==> src/rtl/core/csfc_pkg.sv <==
// Shared types and constants for the color sensor frequency counter.
// No dependencies; imported by csfc_div and color_sensor_frequency_counter.
`default_nettype none

package csfc_pkg;

    // Number of filter selections stepped through per run (1 to 4).
    localparam int CHANNELS = 3;

    localparam int SLOTS    = 4;    // channel index range (2-bit channel)
    localparam int CH_W     = 2;
    localparam int WINDOW_W = 16;
    localparam int EDGE_W   = 15;
    localparam int READ_W   = 9;
    localparam int QUOT_W   = 8;
    localparam int DIV_W    = EDGE_W + QUOT_W;   // 255*count fits here
    localparam int STEP_W   = 4;                 // divider step counter

    localparam logic [WINDOW_W-1:0] WINDOW_RESET = 16'd20000;
    localparam logic [STEP_W-1:0]   STEP_LAST    = STEP_W'(QUOT_W);

    localparam logic signed [READ_W-1:0] READ_NONE = -9'sd1;
    localparam logic signed [READ_W-1:0] READ_MAX  = 9'sd255;

    localparam logic [1:0] CMD_SAMPLE = 2'd0;
    localparam logic [1:0] CMD_CAL    = 2'd1;
    localparam logic [1:0] CMD_MEAS   = 2'd2;

    localparam logic [CH_W-1:0] FILTER_R = 2'd0;
    localparam logic [CH_W-1:0] FILTER_G = 2'd1;
    localparam logic [CH_W-1:0] FILTER_B = 2'd2;
    localparam logic [CH_W-1:0] FILTER_C = 2'd3;

    typedef enum logic [1:0] {
        MODE_IDLE = 2'd0,
        MODE_CAL  = 2'd1,
        MODE_MEAS = 2'd2
    } t_mode;

    typedef enum logic [1:0] {
        ST_RUN  = 2'd0,
        ST_DIV  = 2'd1,
        ST_EMIT = 2'd2
    } t_state;

    typedef struct packed {
        logic              start;
        logic [EDGE_W-1:0] numer;
        logic [EDGE_W-1:0] denom;
    } t_div_req;

    typedef struct packed {
        logic              done;
        logic              clip;
        logic [QUOT_W-1:0] quot;
    } t_div_res;

endpackage

`default_nettype wire

==> src/rtl/core/csfc_div.sv <==
// Bit-serial restoring divider: floor(255*numer/denom), clipped to 255.
// Depends on csfc_pkg.
`default_nettype none

module csfc_div (
    input  logic                i_clk,
    input  logic                i_rst_n,
    input  csfc_pkg::t_div_req  i_req,
    output csfc_pkg::t_div_res  o_res
);
    import csfc_pkg::*;

    logic              r_busy, n_busy;
    logic              r_done, n_done;
    logic              r_clip, n_clip;
    logic [STEP_W-1:0] r_cnt,  n_cnt;
    logic [DIV_W-1:0]  r_rem,  n_rem;
    logic [DIV_W-1:0]  r_dvs,  n_dvs;
    logic [QUOT_W-1:0] r_quot, n_quot;
    logic [DIV_W:0]    diff;
    logic              ge;

    always_comb begin
        diff   = {1'b0, r_rem} - {1'b0, r_dvs};
        ge     = !diff[DIV_W];
        n_busy = r_busy;
        n_done = 1'b0;
        n_clip = r_clip;
        n_cnt  = r_cnt;
        n_rem  = r_rem;
        n_dvs  = r_dvs;
        n_quot = r_quot;
        if (i_req.start) begin
            n_busy = 1'b1;
            n_cnt  = '0;
            // 255*x = 256*x - x
            n_rem  = {i_req.numer, {QUOT_W{1'b0}}} - DIV_W'(i_req.numer);
            n_dvs  = {i_req.denom, {QUOT_W{1'b0}}};
            n_quot = '0;
            n_clip = 1'b0;
        end else if (r_busy) begin
            if (r_cnt == '0) begin
                // first step only tests for a quotient of 256 or more
                if (ge) begin
                    n_clip = 1'b1;
                    n_quot = '1;
                    n_busy = 1'b0;
                    n_done = 1'b1;
                end
            end else begin
                n_quot = {r_quot[QUOT_W-2:0], ge};
                if (ge) begin
                    n_rem = diff[DIV_W-1:0];
                end
                if (r_cnt == STEP_LAST) begin
                    n_busy = 1'b0;
                    n_done = 1'b1;
                end
            end
            n_dvs = r_dvs >> 1;
            n_cnt = r_cnt + 1'b1;
        end
    end

    always_ff @(posedge i_clk) begin
        if (!i_rst_n) begin
            r_busy <= 1'b0;
            r_done <= 1'b0;
            r_cnt  <= '0;
        end else begin
            r_busy <= n_busy;
            r_done <= n_done;
            r_cnt  <= n_cnt;
        end
    end

    always_ff @(posedge i_clk) begin
        r_clip <= n_clip;
        r_rem  <= n_rem;
        r_dvs  <= n_dvs;
        r_quot <= n_quot;
    end

    assign o_res = '{done: r_done, clip: r_clip, quot: r_quot};

endmodule

`default_nettype wire

==> src/rtl/core/color_sensor_frequency_counter.sv <==
// Color sensor gated frequency counter with white calibration, top level.
// Depends on csfc_pkg and csfc_div.
//
//   channel   valid        stall        payload
//   input     i_in_valid   o_in_stall   i_command, i_level
//   output    o_out_valid  i_out_stall  o_filter_s2 .. o_saturated
//   config    i_cfg_we     (none)       i_cfg_data (window_samples)
//
// One beat in, one beat out.
// A measurement beat that closes a channel with a nonzero calibration count
// runs the serial divider (one quotient bit per cycle); no further beat is
// accepted until the quotient is written back and its beat loaded, and a
// reading that clips at 255 ends the divide after its first step.
// Synchronous active-low reset; no clearing pass.
// Input is stalled while a divide or its result beat is pending, or while the
// output register is full and stalled downstream.
`default_nettype none

module color_sensor_frequency_counter (
    input  logic                                  i_clk,
    input  logic                                  i_rst_n,
    // input beats
    input  logic                                  i_in_valid,
    output logic                                  o_in_stall,
    input  logic [1:0]                            i_command,
    input  logic                                  i_level,
    // output beats
    output logic                                  o_out_valid,
    input  logic                                  i_out_stall,
    output logic                                  o_filter_s2,
    output logic                                  o_filter_s3,
    output logic                                  o_power_on,
    output logic                                  o_busy_res,
    output logic                                  o_done_res,
    output logic                                  o_was_calibration,
    output logic signed [csfc_pkg::READ_W-1:0]    o_red,
    output logic signed [csfc_pkg::READ_W-1:0]    o_green,
    output logic signed [csfc_pkg::READ_W-1:0]    o_blue,
    output logic                                  o_saturated,
    // window register
    input  logic                                  i_cfg_we,
    input  logic [csfc_pkg::WINDOW_W-1:0]         i_cfg_data
);
    import csfc_pkg::*;

    // control state
    t_state              r_state,  n_state;
    t_mode               r_mode,   n_mode;
    logic [CH_W-1:0]     r_chan,   n_chan;
    logic [WINDOW_W-1:0] r_scnt,   n_scnt;
    logic [EDGE_W-1:0]   r_edge,   n_edge;
    logic                r_prev,   n_prev;
    logic                r_clip,   n_clip;
    logic [WINDOW_W-1:0] r_window;
    logic [EDGE_W-1:0]   r_cal  [SLOTS];
    logic [EDGE_W-1:0]   n_cal  [SLOTS];
    logic signed [READ_W-1:0] r_read [SLOTS];
    logic signed [READ_W-1:0] n_read [SLOTS];
    logic [CH_W-1:0]     r_div_idx, n_div_idx;
    logic                r_pend_done, n_pend_done;
    logic                r_pend_cal,  n_pend_cal;
    logic                r_out_valid, n_out_valid;

    // output register payload
    logic                r_s2, r_s3, r_busy, r_done, r_wcal, r_sat;
    logic signed [READ_W-1:0] r_o_red, r_o_green, r_o_blue;

    // per-beat working values
    logic                slot_free;
    logic                accept;
    logic                load;
    logic                f_done, f_wcal;
    logic [EDGE_W-1:0]   edge_inc;
    logic [WINDOW_W-1:0] scnt_inc;
    logic [WINDOW_W-1:0] win_eff;
    logic [CH_W-1:0]     chan_nxt;
    logic                run_end;
    logic                v_busy, v_s2, v_s3;

    t_div_req            div_req;
    t_div_res            div_res;

    csfc_div u_div (
        .i_clk   (i_clk),
        .i_rst_n (i_rst_n),
        .i_req   (div_req),
        .o_res   (div_res)
    );

    assign slot_free  = !r_out_valid || !i_out_stall;
    assign o_in_stall = !((r_state == ST_RUN) && slot_free);
    assign accept     = i_in_valid && !o_in_stall;

    always_comb begin
        edge_inc = r_edge + EDGE_W'(!r_prev && i_level);
        scnt_inc = r_scnt + 1'b1;
        win_eff  = (r_window == '0) ? WINDOW_W'(1) : r_window;
        chan_nxt = r_chan + 1'b1;
        // run ends past the last channel or when the index wraps
        run_end  = ({1'b0, chan_nxt} >= (CH_W + 1)'(CHANNELS)) || (chan_nxt == '0);
    end

    always_comb begin
        n_state     = r_state;
        n_mode      = r_mode;
        n_chan      = r_chan;
        n_scnt      = r_scnt;
        n_edge      = r_edge;
        n_prev      = r_prev;
        n_clip      = r_clip;
        n_cal       = r_cal;
        n_read      = r_read;
        n_div_idx   = r_div_idx;
        n_pend_done = r_pend_done;
        n_pend_cal  = r_pend_cal;
        load        = 1'b0;
        f_done      = 1'b0;
        f_wcal      = 1'b0;
        div_req     = '{start: 1'b0, numer: edge_inc, denom: r_cal[r_chan]};

        unique case (r_state)
            ST_RUN: begin
                if (accept) begin
                    load = 1'b1;
                    if (r_mode == MODE_IDLE) begin
                        if (i_command == CMD_CAL || i_command == CMD_MEAS) begin
                            n_mode = (i_command == CMD_CAL) ? MODE_CAL : MODE_MEAS;
                            n_chan = FILTER_R;
                            n_scnt = '0;
                            n_edge = '0;
                            n_prev = 1'b1;
                            if (i_command == CMD_MEAS) begin
                                for (int i = 0; i < SLOTS; i++) begin
                                    n_read[i] = READ_NONE;
                                end
                                n_clip = 1'b0;
                            end
                        end
                    end else if (i_command == CMD_SAMPLE) begin
                        n_edge = edge_inc;
                        n_prev = i_level;
                        n_scnt = scnt_inc;
                        if (scnt_inc >= win_eff) begin
                            // window closed: store or scale this channel
                            if (r_mode == MODE_CAL) begin
                                n_cal[r_chan] = edge_inc;
                            end else if (r_cal[r_chan] == '0) begin
                                n_read[r_chan] = READ_NONE;
                            end else begin
                                div_req.start = 1'b1;
                                n_div_idx     = r_chan;
                                n_state       = ST_DIV;
                                load          = 1'b0;
                            end
                            n_chan = chan_nxt;
                            n_scnt = '0;
                            n_edge = '0;
                            n_prev = 1'b1;
                            if (run_end) begin
                                f_done = 1'b1;
                                f_wcal = (r_mode == MODE_CAL);
                                n_mode = MODE_IDLE;
                                n_chan = FILTER_R;
                            end
                            n_pend_done = f_done;
                            n_pend_cal  = f_wcal;
                        end
                    end
                end
            end
            ST_DIV: begin
                if (div_res.done) begin
                    n_read[r_div_idx] = div_res.clip ? READ_MAX
                                                     : $signed({1'b0, div_res.quot});
                    n_clip  = r_clip | div_res.clip;
                    n_state = ST_EMIT;
                end
            end
            ST_EMIT: begin
                f_done = r_pend_done;
                f_wcal = r_pend_cal;
                if (slot_free) begin
                    load    = 1'b1;
                    n_state = ST_RUN;
                end
            end
            default: begin
                n_state = ST_RUN;
            end
        endcase
    end

    // filter select and run flags as seen after the beat
    always_comb begin
        v_busy = (n_mode != MODE_IDLE);
        v_s2   = 1'b0;
        v_s3   = 1'b0;
        if (v_busy) begin
            unique case (n_chan)
                FILTER_R: begin v_s2 = 1'b0; v_s3 = 1'b0; end
                FILTER_G: begin v_s2 = 1'b1; v_s3 = 1'b1; end
                FILTER_B: begin v_s2 = 1'b0; v_s3 = 1'b1; end
                FILTER_C: begin v_s2 = 1'b1; v_s3 = 1'b0; end
            endcase
        end
    end

    always_comb begin
        if (load) begin
            n_out_valid = 1'b1;
        end else if (!i_out_stall) begin
            n_out_valid = 1'b0;
        end else begin
            n_out_valid = r_out_valid;
        end
    end

    always_ff @(posedge i_clk) begin
        if (!i_rst_n) begin
            r_state     <= ST_RUN;
            r_mode      <= MODE_IDLE;
            r_chan      <= FILTER_R;
            r_scnt      <= '0;
            r_edge      <= '0;
            r_prev      <= 1'b1;
            r_clip      <= 1'b0;
            r_window    <= WINDOW_RESET;
            r_out_valid <= 1'b0;
            r_pend_done <= 1'b0;
            r_pend_cal  <= 1'b0;
            r_div_idx   <= '0;
            for (int i = 0; i < SLOTS; i++) begin
                r_cal[i]  <= '0;
                r_read[i] <= READ_NONE;
            end
        end else begin
            r_state     <= n_state;
            r_mode      <= n_mode;
            r_chan      <= n_chan;
            r_scnt      <= n_scnt;
            r_edge      <= n_edge;
            r_prev      <= n_prev;
            r_clip      <= n_clip;
            r_out_valid <= n_out_valid;
            r_pend_done <= n_pend_done;
            r_pend_cal  <= n_pend_cal;
            r_div_idx   <= n_div_idx;
            r_cal       <= n_cal;
            r_read      <= n_read;
            if (i_cfg_we) begin
                r_window <= i_cfg_data;
            end
        end
    end

    // output payload, loaded with the state the beat leaves behind
    always_ff @(posedge i_clk) begin
        if (load) begin
            r_s2      <= v_s2;
            r_s3      <= v_s3;
            r_busy    <= v_busy;
            r_done    <= f_done;
            r_wcal    <= f_wcal;
            r_o_red   <= n_read[FILTER_R];
            r_o_green <= n_read[FILTER_G];
            r_o_blue  <= n_read[FILTER_B];
            r_sat     <= n_clip;
        end
    end

    assign o_out_valid       = r_out_valid;
    assign o_filter_s2       = r_s2;
    assign o_filter_s3       = r_s3;
    assign o_power_on        = r_busy;
    assign o_busy_res        = r_busy;
    assign o_done_res        = r_done;
    assign o_was_calibration = r_wcal;
    assign o_red             = r_o_red;
    assign o_green           = r_o_green;
    assign o_blue            = r_o_blue;
    assign o_saturated       = r_sat;

    // no beat is taken unless the sequencer is free
    a_stall_when_dividing: assert property (@(posedge i_clk) disable iff (!i_rst_n)
        (r_state != ST_RUN) |-> o_in_stall)
        else $error("input taken while divide pending");

    // divider reports only when a divide was launched
    a_div_done_in_div: assert property (@(posedge i_clk) disable iff (!i_rst_n)
        div_res.done |-> (r_state == ST_DIV))
        else $error("stray divider completion");

    // a finished run leaves the block idle
    a_done_idle: assert property (@(posedge i_clk) disable iff (!i_rst_n)
        (o_out_valid && o_done_res) |-> (!o_busy_res && !o_filter_s2 && !o_filter_s3))
        else $error("run done but still busy");

    // a launched divide always ends in a pending result beat
    a_div_to_emit: assert property (@(posedge i_clk) disable iff (!i_rst_n)
        (r_state == ST_DIV && div_res.done) |=> (r_state == ST_EMIT))
        else $error("divide result dropped");

endmodule

`default_nettype wire
==> config.mk <==
export PLATFORM = sky130hd
export DESIGN_NAME = color_sensor_frequency_counter
export DESIGN_NICKNAME = d
export VERILOG_FILES = /design/src/rtl/core/csfc_pkg.sv /design/src/rtl/core/csfc_div.sv /design/src/rtl/core/color_sensor_frequency_counter.sv
export SDC_FILE = /design/constraint.sdc
export NUM_CORES = 1
export LEC_CHECK = 0
export BUFFER_PORTS_ARGS = -buffer_cell sky130_fd_sc_hd__buf_2
export CAP_MARGIN = 20
export CORE_MARGIN = 4
export CORE_UTILIZATION = 60
export CTS_BUF_LIST = sky130_fd_sc_hd__clkbuf_2
export DETAILED_ROUTE_END_ITERATION = 8
export GPL_TIMING_DRIVEN = 0
export MAX_ROUTING_LAYER = met4
export PLACE_DENSITY = 0.78
export RECOVER_POWER = 25
export SETUP_SLACK_MARGIN = 0.15
export SLEW_MARGIN = 5
export SYNTH_ARGS = -nofsm -noshare
export SYNTH_HDL_FRONTEND = slang
export SYNTH_SLANG_ARGS = --single-unit
==> constraint.sdc <==
create_clock -name i_clk -period 5.5 [get_ports i_clk]
set_input_delay 0.275 -clock i_clk [delete_from_list [all_inputs] [get_ports i_clk]]
set_output_delay 0.275 -clock i_clk [all_outputs]
set_load 0.005 [all_outputs]
==> results of run 1 <==
worst register-to-register path, stage by stage, from the launching register on:
cell and delay (ns):
dfxtp_1 0.33, nor2b_1 0.13, ha_1 0.31, ha_1 0.19, buf_2 0.19, nand3_1 0.23, or3_1 0.48, nor2_1 0.21
xnor2_1 0.37, ha_1 0.40, a21o_1 0.17, a21o_1 0.19, nor3b_1 0.54, o21ai_0 0.20, a21bo_2 0.28, nor2b_1 0.18
xor2_1 0.20, a21oi_1 0.09
registers in the layout, indices dropped and copies added (netlist names), 2 cells and up:
name / count
o_blue: 9
r_window: 16
r_cal: 60
o_green: 9
r_chan: 2
u_div.r_dvs: 23
r_read: 27
u_div.r_rem: 23
r_scnt: 16
r_mode: 2
r_div_idx: 2
u_div.r_quot: 8
u_div.r_cnt: 4
r_state: 2
o_red: 9
r_edge: 15
how the worst max path moves through the flow:
stage                     slack [ns]  cells after the start       from               to
final                           0.45                     17     r_prev  u_div.r_rem[20]
after global routing            0.14                     16  r_scnt[0]  u_div.r_rem[21]
after CTS                       0.35                     17     r_prev  u_div.r_rem[20]
after detailed placement        0.17                     16    i_level  u_div.r_rem[20]
after global placement         -0.44                     14  r_scnt[0]         o_red[1]
after floorplan                 0.53                     14  r_scnt[0]        o_blue[0]
through the flow:
step           hold WS [ns]  setup TNS, ns  instances  util [%]  setup WS, ns
2_1_floorplan        0.4054              0       1342         -        0.5287
3_3_place_gp         0.4466         -23.54       1670     64.32       -0.4384
3_5_place_dp         0.4627              0       1674     64.65        0.1720
4_1_cts             0.06589              0       1813     69.06        0.3458
5_1_grt              0.1367              0       1816     68.89        0.1364
6_report             0.1348              0       1816     68.89        0.4489
power by group through the flow:
stage / registers [µW] / logic [µW] / clock network, µW
finish: 1840 / 145 / 1220
global route: 1840 / 157 / 1340
CTS: 1840 / 144 / 1230
detailed placement: 1880 / 124 / 0
global placement: 1880 / 118 / 0
floorplan: 1880 / 77.5 / 0
per-layer routing:
layer  part of all wire (%)  vias up  GRT usage [%]
met5                      0        -              -
met4                    3.3        0          9.974
met3                    6.3       93          4.807
met2                     48      391          44.43
met1                     42     5098          34.52
li1                       -     5155              -
cell families after synthesis:
family | share of synthesized area, %
fa+ha+maj | 6.100
simple gates | 17.44
compound gates | 16.42
buf+inv | 5.174
xor+xnor | 4.792
flops | 44.53
mux | 5.537
cells in the mapped netlist (5+ instances only):
library cell  instances
inv_1                73
nand2b_1             11
a2bb2oi_1             5
buf_1                 9
a311oi_1              6
nor2b_1               7
o21ai_0              41
a22oi_1               8
a21o_1               16
and2_1                9
ha_1                 59
nor2_1              171
o211a_1              13
mux2i_1              35
xnor2_1              37
mux4_2               15
o211ai_1             11
or3_1                 9
dfxtp_1             170
nor3_1               40
a211oi_1             58
edfxtp_1             71
clkbuf_1             41
a21oi_1              83
xor2_1               31
and3_1               17
o21ai_1               8
buf_6                 6
buf_2                19
o221a_2               7
nand3_1              60
nand2_1             115
area by class of cell:
class	count	area share [%]
antenna	1	0.01789
buffer	77	2.550
inverter	74	1.986
clock inverter	16	0.7426
multi-input combinational	950	44.83
tap	270	2.416
sequential	241	39.58
timing repair buffer	98	4.688
clock buffer	89	3.185
repair_timing:
action | 4_1_cts | 5_1_grt
setup endpoints to repair | 1 | 62
hold buffers | 34 | 0
setup buffers | 0 | 0
endpoints found under the hold margin | 29 | 0
gates resized for setup | 1 | 3
==> metrics.md, run 1 <==
| Metric | Value |
|---|---|
| Run status | complete, no violations |
| RR Endpoint | u_div.r_rem[20] |
| Sequential power share | 57.5% |
| Mapped Cells | 1,342 |
| Drt first pass iters | 5 |
| Initial Util | 61.23% |
| Vias per Instance | around 5.9 |
| Final hold violation count | 0 |
| Total gr overflow | 0 |
| Req. time, crit path | roughly 6 ns |
| Rel. slew slack | 23.84% |
| Syn nets | between 1,000 and 1,500 |
| Fraction of registers with async set/reset | 0% |
| Fillers | 1,604 |
| Pleak | 0.005677 µW |
| Detailed placement HPWL | 22,000 µm |
| Post-synthesis cell type count | 76 |
| Most common cell after layout, fill and taps aside | nor2_1 |
| Gr usage total | 27.34% |
| Hold endpoint | r_scnt[10] |
| Core Region | 0.02030 mm² |
| Area leader, netlist | dfxtp_1 |
| Net switching power | 832.9 µW |
| Max Cap Violations | 0 |
| Gpl congestion | 0.9146 |
| Comb pwr share | 4.5% |
| Hold path startpoint | i_in_valid |
| # H-tree levels | 2 |
| Vias in the first global route | 10,566 |
| CTS Root Buffer Type | clkbuf_2 |
| Crit. End Element | register |
| Post-synthesis register bit count | about 240 |
| Share of the yosys chip area belonging to registers | 44.53% |
| Post-Syn Area | 0.01243 mm² |
| Final setup fails | 0 |
| Critical Path AT | 5.59 ns |
| Most frequent cells in the layout | 171 x nor2_1, 170 x dfxtp_1, 117 x nand2_1, 90 x clkbuf_2, 83 x a21oi_1 |
| FF/Latch Area | between 0.005 and 0.006 mm² |
| Top achievable clock speed | 0.1980 GHz |
| Clk slew on worst S/H paths | 0.10 ns |
| Worst hold stages | 5 |
| Worst path slowest cell | nor3b_1 |
| Yosys top cell area share | 27.38% |
| EDFF count, synth | between 70 and 80 |
| Final ANT Viol Nets | 0 |
| Ys flop type | dfxtp_1 |
| Worst R2R Start | r_prev |
| Ys Warns | 0 |
| Tcrit/Tclk final | about nine tenths |
| Largest net degree at the start of global routing | 32 |
| Finished Cell Area | 0.01398 mm² |
| Worst path bufs/invs | 1 |
| Die area | 0.02308 mm² |
| Nets | approximately 1,600 |
| Crit path max-delay family | simple AND/OR/NAND/NOR gates |
| Ports | 60 |
| Area after DPL | 0.01312 mm² |
| Tot Pwr | 3203 µW |
| Clock power share | 38.0% |
| Worst setup SP type | register |
| DRC Markers | 0 |
| IR drop worst, VDD | 169.2 µV |
| RSZ-0062 raised after global routing | no |
| Clk Latency, worst-skew pair | between 0.9 and 1 ns |
| Syn Area/Cell | around 9 µm² |
| Drt initial violations | about 860 |
| Worst-margin pin slew | between 1 and 1.5 ns |
| Vias | 10,737 |
| Power Internal | 2370 µW |
| Layout cells sized above 1 | 12.82% |
| Slew Viols, Final | 0 |
| Cell area power density | 229.1 mW/mm² |
| Switching Fraction | between 20% and 30% |
| Initial antenna violation count | 1 |
| Worst-path fanout max | 9 |
| Footprint of the multi-input gates | ~0.0063 mm² |
| Tmin final | ~5.1 ns |
| HP Class | primary input to register |
| Mean routed wirelength per cell | 17.31 µm |
| Total CTS buffers | 60 |
| Critical path cell sequence | nor2b_1 > ha_1 > ha_1 > buf_2 > nand3_1 > or3_1 > nor2_1 > xnor2_1 > ha_1 > a21o_1 > a21o_1 > nor3b_1 > o21ai_0 > a21bo_2 > nor2b_1 > xor2_1 > a21oi_1 |
| CTS Buffer Depth | 3 |
| Slowest stage delay, CP | around 0.54 ns |
| Rows | 52 |
| First-pass GRT wire length | 51,630 µm |
| Clock Skews | ~0.11 ns |
| CTS tree | done |
| R2r setup slk | ~0.45 ns |
| WL final | 31,440 µm |
| CP dominant cell by count | ha_1 |
| Die height | 151.9 µm |
| Crit Path Category | register to register |
| P&R area growth vs syn | 12.51% |
| R2R depth | 17 |
| Port bufs | 58 |
| Top cells by area, synth | dfxtp_1 27%, edfxtp_1 17%, ha_1 5.9% |
| Sink Count | around 240 |
| Chip width | 151.9 µm |
Note: power is estimated with default switching activity, not from simulation.
==> run 2: changes to the inputs <==
--- a/config.mk
+++ b/config.mk
@@ -16,7 +16,8 @@
 export PLACE_DENSITY = 0.78
 export RECOVER_POWER = 25
 export SETUP_SLACK_MARGIN = 0.15
-export SLEW_MARGIN = 5
+export SLEW_MARGIN = 0
 export SYNTH_ARGS = -nofsm -noshare
 export SYNTH_HDL_FRONTEND = slang
+export SYNTH_HIERARCHICAL = 1
 export SYNTH_SLANG_ARGS = --single-unit
==> metrics.md, run 2 <==
| Metric | Value |
|---|---|
| Run status | complete, no violations |
| RSZ-0062 raised after global routing | no |
| Worst-margin pin slew | 0.9943 ns |
| Most common cell after layout, fill and taps aside | dfxtp_1 |
| Comb pwr share | 6.8% |
| Regs by FF count | r_cal x60, r_read x27 |
| Critical path cell sequence | nand4_1 > or4b_1 > clkbuf_1 > nor4b_1 > xor2_1 > ha_1 > nand4_1 > nor3_4 > o2111ai_4 > a31oi_1 > and3_1 > clkbuf_2 > clkinv_2 > clkbuf_2 > o21ai_4 > buf_8 |
| RR Endpoint | u_div/r_rem[10] |
| Worst path slowest cell | or4b_1 |
| Die area | approximately 0.025 mm² |
| Tot Pwr | between 3000 and 4000 µW |
| Yosys top cell area share | 25.34% |
| Sink Count | ~240 |
| CTS Buffer Depth | 3 |
| Mean routed wirelength per cell | 18.63 µm |
| Worst setup SP type | register |
| Final setup fails | 0 |
| Gr usage total | 29.27% |
| FF/Latch Area | 0.005535 mm² |
| # H-tree levels | 2 |
| Nets | 1,677 |
| Vias in the first global route | 11,278 |
| Max reg flops | 60 |
| DRC Markers | 0 |
| Ys flop type | dfxtp_1 |
| Fillers | about 1,800 |
| Slew Viols, Final | 0 |
| Final hold violation count | 0 |
| Total gr overflow | 0 |
| Most instantiated library cell after synthesis | dfxtp_1 |
| Ports | 60 |
| Crit Path Category | register to register |
| Fin cells | 1,921 |
| Largest Register | r_cal |
| Crit path max-delay family | simple AND/OR/NAND/NOR gates |
| Req. time, crit path | 6.01 ns |
| R2r setup slk | 0.45 ns |
| Vias per Instance | 6.205 |
| Final ANT Viol Nets | 0 |
| Drt first pass iters | 6 |
| Total CTS buffers | 61 |
| Mapped Cells | approximately 1,400 |
| Chip width | 157.6 µm |
| CTS Root Buffer Type | clkbuf_2 |
| Critical Path End | u_div/r_rem[10] |
| Clk Latency, worst-skew pair | 0.91 ns |
| P&R area growth vs syn | 11.27% |
| Setup ws final | 0.4517 ns |
| Core Region | 0.02189 mm² |
| Crit. End Element | register |
| Die height | 157.6 µm |
| Top cells by area, synth | dfxtp_1 25%, edfxtp_1 16%, ha_1 5.5% |
| Initial Util | 61.36% |
| Post-Syn Area | 0.01343 mm² |
| Worst setup path start | r_scnt[2] |
| Slowest stage delay, CP | 0.53 ns |
| Worst-path fanout max | 17 |
| Clk slew on worst S/H paths | 0.12 ns |
| Drt initial violations | 991 |
| HP Class | primary input to register |
| Syn nets | around 1,500 |
| Ys Warns | 6 |
| Initial antenna violation count | 1 |
| Vias | 11,919 |
| WL final | between 30,000 and 40,000 µm |
| Detailed placement HPWL | between 20,000 and 30,000 µm |
| Layout cells sized above 1 | between 10% and 20% |
| R2R depth | 16 |
| Net switching power | 902.8 µW |
| Worst path bufs/invs | 5 |
| Rows | 54 |
| Cell area power density | 224.8 mW/mm² |
| Fraction of registers with async set/reset | 0% |
| Tcrit/Tclk final | around nine tenths |
| Largest net degree at the start of global routing | 27 |
| Pleak | between 0.006 and 0.007 µW |
| Tmin final | between 5 and 6 ns |
| Area leader, netlist | dfxtp_1 |
| Share of the yosys chip area belonging to registers | 41.21% |
| Clock power share | a little under two fifths |
| IR drop worst, VDD | between 150 and 200 µV |
| Setup tns final | 0 ns |
| Post-synthesis cell type count | 75 |
| Rel. slew slack | 33.26% |
| Most frequent cells in the layout | 170 x dfxtp_1, 163 x nand2_1, 100 x clkbuf_2, 98 x nor2_1, 86 x clkbuf_1 |
| Critical Path AT | between 5 and 6 ns |
| Port bufs | 59 |
| Stages on the worst setup path | 16 |
| Sequential power share | 56.1% |
| DP Cell Count | 1,787 |
| Switching Fraction | 26.87% |
| First-pass GRT wire length | 57,240 µm |
| Top achievable clock speed | 0.1981 GHz |
| Post-synthesis register bit count | 241 |
| Worst R2R Start | r_scnt[2] |
| Placement Setup Slack | -0.4878 ns |
| Footprint of the multi-input gates | 0.007239 mm² |
| Max Cap Violations | 0 |
| Postcts setup bufs | 0 |
| Synth cell count leaders | 170 x dfxtp_1, 164 x nand2_1, 98 x nor2_1 |
| Syn Area/Cell | between 9 and 10 µm² |
| Power Internal | about 2500 µW |
| Clock Skews | 0.1294 ns |
| CTS tree | done |
| EDFF count, synth | 71 |
| Gpl congestion | roughly 0.92 |
[run 2: worst register-to-register path, stage by stage, from the launching register on]
cell       delay, ns
dfxtp_1         0.45
nand4_1         0.20
or4b_1          0.53
clkbuf_1        0.19
nor4b_1         0.40
xor2_1          0.16
ha_1            0.37
nand4_1         0.22
nor3_4          0.27
o2111ai_4       0.26
a31oi_1         0.28
and3_1          0.18
clkbuf_2        0.20
clkinv_2        0.19
clkbuf_2        0.30
o21ai_4         0.22
buf_8           0.25
[run 2: kinds of logic (layout without fill, tap and decap cells)]
kind of cell | Yosys count | after routing | share of synthesized area (%)
AOI/OAI and AO/OA | 366 | 366 | 19.66
and+or+nand+nor | 449 | 449 | 15.88
buffers and inverters | 175 | 369 | 5.244
DFF | 241 | 241 | 41.21
xor gates and xnor gates | 66 | 66 | 4.304
adders and majority gates | 60 | 60 | 5.645
muxes | 89 | 89 | 8.058
other | 0 | 1 | 0
[run 2: repair_timing]
action,in CTS,in global routing
gates resized for setup,11,7
pin swaps,0,1
hold endpoints to repair,29,0
hold buffers,23,0
setup endpoints to repair,82,80
[run 2: final cells by class]
cell class / count / share of cell area, %
repair buffers: 84 / 3.608
clock inverters: 15 / 0.5860
flip-flops and latches: 241 / 37.04
well taps: 280 / 2.344
multi-input cells: 1030 / 48.44
inverters: 84 / 2.118
clock buffers: 95 / 3.181
diodes: 1 / 0.01674
plain buffers: 91 / 2.671
[run 2: how the worst min path moves through the flow]
stage	to	slack, ns	from	cells past startpoint
after floorplan	r_window[10]	0.41	i_cfg_data[10]	2
after global routing	r_window[5]	0.13	i_cfg_data[5]	4
after detailed placement	r_cal[0]	0.45	r_cal[0]	2
after global placement	r_cal[6]	0.44	r_cal[6]	2
final	o_busy_res	0.12	i_command[1]	6
after CTS	o_busy_res	0.05	i_command[1]	6
[run 2: metal layers]
metal,GRT usage (%),vias up,part of all wire (%)
li1,-,5623,-
met1,39.29,5711,42
met2,45.95,509,47
met3,4.620,76,8.1
met4,9.177,0,2.2
met5,-,-,0
[run 2: metrics by stage]
step | hold slack, ns | utilization [%] | instance area, µm²
floorplan | 0.4054 | - | 13430
global placement | 0.4412 | 64.31 | 14080
detailed placement | 0.4527 | 64.52 | 14120
CTS | 0.04826 | 68.35 | 14960
global route | 0.1335 | 68.27 | 14950
finish | 0.1182 | 68.27 | 14950
[run 2: power by group through the flow]
stage | combinational (µW) | sequential, µW | clock, µW
2_1_floorplan | 135 | 1920 | 0
3_3_place_gp | 202 | 1920 | 0
3_5_place_dp | 212 | 1920 | 0
4_1_cts | 228 | 1880 | 1270
5_1_grt | 253 | 1890 | 1370
6_report | 229 | 1880 | 1250
